$ cat src/sv/sdtq_pkg.sv
`timescale 1ns / 1ps
// Shared types and constants for the sorted deadline timer queue.
// No dependencies; used by sdtq_cell and sorted_deadline_timer_queue_top.
package sdtq_pkg;

  localparam int unsigned QUEUE_DEPTH = 16;
  localparam int unsigned CNT_W       = 5;   // holds 0..QUEUE_DEPTH
  localparam int unsigned DL_W        = 64;
  localparam int unsigned TAG_W       = 16;
  localparam int unsigned FREQ_W      = 32;
  localparam int unsigned DELAY_W     = 32;

  localparam logic [FREQ_W-1:0] FREQ_RESET = 32'd19200000;

  localparam logic CMD_INSERT = 1'b0;
  localparam logic CMD_EXPIRE = 1'b1;

  typedef enum logic [1:0] {
    STAT_OK    = 2'd0,
    STAT_FULL  = 2'd1,
    STAT_EMPTY = 2'd2
  } sdtq_status_e;

  typedef enum logic [2:0] {
    S_IDLE,
    S_MUL,
    S_ADD,
    S_SHIFT,
    S_LOAD,
    S_OUT
  } sdtq_state_e;

  typedef struct packed {
    logic [DL_W-1:0]  dl;
    logic [TAG_W-1:0] tag;
  } sdtq_entry_t;

  // Broadcast to every cell of the chain
  typedef struct packed {
    logic             ins;
    logic             pop;
    logic [DL_W-1:0]  dl;
    logic [TAG_W-1:0] tag;
  } sdtq_ctrl_t;

endpackage

$ cat src/sv/sdtq_cell.sv
`timescale 1ns / 1ps
// One slot of the sorted chain: holds a deadline and tag, compares against
// the broadcast deadline and shifts with its neighbors. Uses sdtq_pkg.
module sdtq_cell (
  input  logic                clk_i,
  input  sdtq_pkg::sdtq_ctrl_t ctrl_i,
  input  logic                occ_i,
  input  sdtq_pkg::sdtq_entry_t left_i,
  input  logic                left_stay_i,
  input  sdtq_pkg::sdtq_entry_t right_i,
  output sdtq_pkg::sdtq_entry_t entry_o,
  output logic                stay_o
);

  sdtq_pkg::sdtq_entry_t entry_q, entry_d;

  // Stays put when it holds an entry due no later than the new one
  assign stay_o  = occ_i && (entry_q.dl <= ctrl_i.dl);
  assign entry_o = entry_q;

  always_comb begin
    entry_d = entry_q;
    if (ctrl_i.ins) begin
      if (!stay_o) begin
        if (left_stay_i) begin
          entry_d.dl  = ctrl_i.dl;
          entry_d.tag = ctrl_i.tag;
        end else begin
          entry_d = left_i;
        end
      end
    end else if (ctrl_i.pop) begin
      entry_d = right_i;
    end
  end

  always_ff @(posedge clk_i) begin
    entry_q <= entry_d;
  end

endmodule

$ cat config.mk
export PLATFORM = sky130hd
export DESIGN_NAME = sdtq_cell
export DESIGN_NICKNAME = d
export VERILOG_FILES = /design/src/sv/sdtq_pkg.sv /design/src/sv/sdtq_cell.sv
export SDC_FILE = /design/constraint.sdc
export NUM_CORES = 1
export LEC_CHECK = 0
export BUFFER_PORTS_ARGS = -buffer_cell sky130_fd_sc_hd__buf_2
export CORE_MARGIN = 2
export CORE_UTILIZATION = 30
export CTS_BUF_LIST = sky130_fd_sc_hd__clkbuf_8
export CTS_CLUSTER_SIZE = 24
export DETAILED_ROUTE_END_ITERATION = 10
export GPL_ROUTABILITY_DRIVEN = 0
export PLACE_DENSITY = 0.56
export SYNTH_ARGS = -nofsm -noshare
export SYNTH_HDL_FRONTEND = slang
export SYNTH_SLANG_ARGS = --single-unit
export TNS_END_PERCENT = 100
$ cat constraint.sdc
create_clock -name clk_i -period 10.65 [get_ports clk_i]
set_input_delay 3.195 -clock clk_i [delete_from_list [all_inputs] [get_ports clk_i]]
set_output_delay 3.195 -clock clk_i [all_outputs]
set_load 0.01 [all_outputs]
==> results.json <==
{
  "tightest_slew_ns": 1.09,
  "drc": 0,
  "cts_setup_buffers": 0,
  "hold_violations": 0,
  "fin_nets": 1200,
  "ys_async_sr_fraction_pct": 0,
  "slowest_delay_ns": 0.49,
  "area_delta_synth_final_pct": 36.4,
  "via_count": 5249,
  "syn_area_sq_um": 5700,
  "final_antenna_net_count": 0,
  "yosys.area.top_type": "edfxtp_1",
  "insertion_delay_ns": 0.37,
  "seq_area_frac_synth_pct": 42.2,
  "wirelength_um": 16800,
  "h-tree-depth": 3,
  "synth-seq-cells": 80,
  "slew_violations": 0,
  "cts_tree": "yes",
  "die_area_sq_um": 20100,
  "cap_violations": 0,
  "cts.clk_slew.worst_paths_ns": 0.08,
  "clockBufferDepth": 2,
  "ctsHoldBuffers": 0,
  "synthCells": 579,
  "dp_hpwl_um": 13500,
  "rsz0062_at_grt": "false",
  "status": "complete, no violations",
  "yosysTopAreaCellShare_pct": 42.2,
  "critPathKind": "input pin to output pin",
  "io_pins": 326,
  "core_region_area_sq_um": 18600,
  "syn_avg_cell_area_sq_um": 9.84,
  "cts-resized-gates": 0,
  "drtIter0Drc": 157,
  "root_buffer": "clkbuf_8",
  "synth_fp_nets": 888,
  "hp-class": "flop to flop",
  "hold_ws_ns": 1.72,
  "rrSetupSlack_ns": 7.20,
  "layout-drive-gt1-share_pct": 38.7,
  "crit_fanout": 3,
  "crit_top_cell": "buf_2",
  "grt_pass1_wl_um": 25500,
  "grt_pass1_vias": 5204,
  "synth_flop_cell": "edfxtp_1",
  "start_util_pct": 30.6,
  "routedWlPerCell_um": 14.9,
  "rows": 50,
  "synth_enable_flop_cells": 80,
  "worstSetupEndpointType": "output pin",
  "cts.sinks": 80,
  "die_h_um": 142,
  "finalCritPeriodShare_pct": 78.9,
  "die_w_um": 142,
  "ir_drop_mv": 0.0557,
  "antenna_found_initial": 0,
  "final_cells": 1129,
  "arrival_ns": 5.21,
  "period_needed_ns": 8.41,
  "grtUsageTotal_pct": 16.2,
  "synthTopCellsByArea": "edfxtp_1 42%, mux2i_1 14%, ha_1 14%, a21oi_1 9.0%, nor2_1 5.5%",
  "largest_register_ffs": 80,
  "drt-pass1-iter-count": 4,
  "synth_most_common_cell": "a21oi_1",
  "setup_viol": 0,
  "timing.slew.headroom_pct": 27.3,
  "cp.required_ns": 7.46,
  "ys_types": 38,
  "cts_inserted_buffers": 9,
  "grt-ovfl-total": 0,
  "placedCellCount": 1114,
  "power_density_nw_per_um2": 120,
  "worstSetupStartpointType": "input pin",
  "netlist_top_cells_count": "103 x a21oi_1, 83 x nor2_1, 81 x mux2i_1",
  "fmax_mhz": 119,
  "power_leakage_nw": 3.97,
  "slowest_stage": "nor3_1",
  "yosys_warnings": 0,
  "clock_skew_ns": 0.0164,
  "antenna_cells": 0,
  "crit_chain": "buf_2 > inv_1 > ha_1 > and4_1 > nand2_1 > nor3_1 > o32a_1 > o221ai_2 > a21bo_1 > buf_2",
  "dpl-instance-area_sq_um": 7550,
  "fin_area_sq_um": 7770,
  "grt_max_degree": 93,
  "portBuffers": 325,
  "fin_setup_tns_ns": 0,
  "via_per_inst": 4.65
}
-- logic make-up (layout without fill, tap and decap cells) --
logic type               count (synthesis)  count (layout)  synth area share, %
flip-flops                              80              80                 42.2
buffers and inverters                   92             408                 6.24
AO/OA/AOI/OAI                          135             135                 13.6
AND/OR/NAND/NOR                        127             127                 9.75
adder cells (fa/ha/maj)                 64              64                 14.1
multiplexers                            81              81                 14.2
-- per-layer routing --
metal	share of wire (%)	vias to the layer above	global-route usage, %
met5	0	-	0
met4	1.5	0	4.89
met3	8.3	17	5.67
met2	48	202	28.2
met1	42	2315	18.9
li1	-	2715	-
-- critical path: cells and delay by family --
family / cells / cell delay, ns
and+or+nand+nor: 3 / 0.80
adders and majority gates: 1 / 0.30
AOI/OAI and AO/OA: 3 / 0.66
buffers and inverters: 3 / 0.27
-- final cells by class --
cell class	instances	area, sq um
flip-flops and latches	80	2400
well taps	234	293
multi-input cells	407	2950
clock inverters	6	101
clock buffers	9	124
inverters	65	244
fillers	1899	10900
repair buffers	328	1650
-- per-stage QoR --
stage                     power [mW]  utilization [%]  setup slack, ns
after floorplan                0.559                -             1.65
after CTS                      0.949             41.7             2.14
after detailed placement       0.677             40.5             2.15
after global routing           0.993             41.7             2.06
final                          0.931             41.7             2.24
after global placement         0.673             40.5             2.16
-- final timing paths --
kind,start,to,cells after the start
hold / removal,entry_o[72],entry_o[61],6
setup reg to reg,entry_o[38],entry_o[18],8
setup / recovery,ctrl_i[39],stay_o,10
hold reg to reg,entry_o[72],entry_o[61],6
-- cells in the final DEF, fill, tap and decap left out, types with 3 or more instances in the layout --
cell       instances
buf_2            323
edfxtp_1          80
bufinv_16          3
o211ai_1           3
nor2b_1            3
ha_1              64
clkbuf_8           9
nand3_1            3
a21o_1             4
and4_1             5
nand4_1           11
buf_4              5
mux2i_1           81
inv_1             67
a21oi_1          103
o21ai_0            7
nor2_1            83
nand2_1           15
-- power breakdown --
group          switching [mW]  total, mW  internal [mW]
Combinational           0.141      0.258          0.117
Sequential             0.0157      0.406          0.391
Clock                   0.114      0.266          0.152
Note: power is estimated with default switching activity, not from simulation.
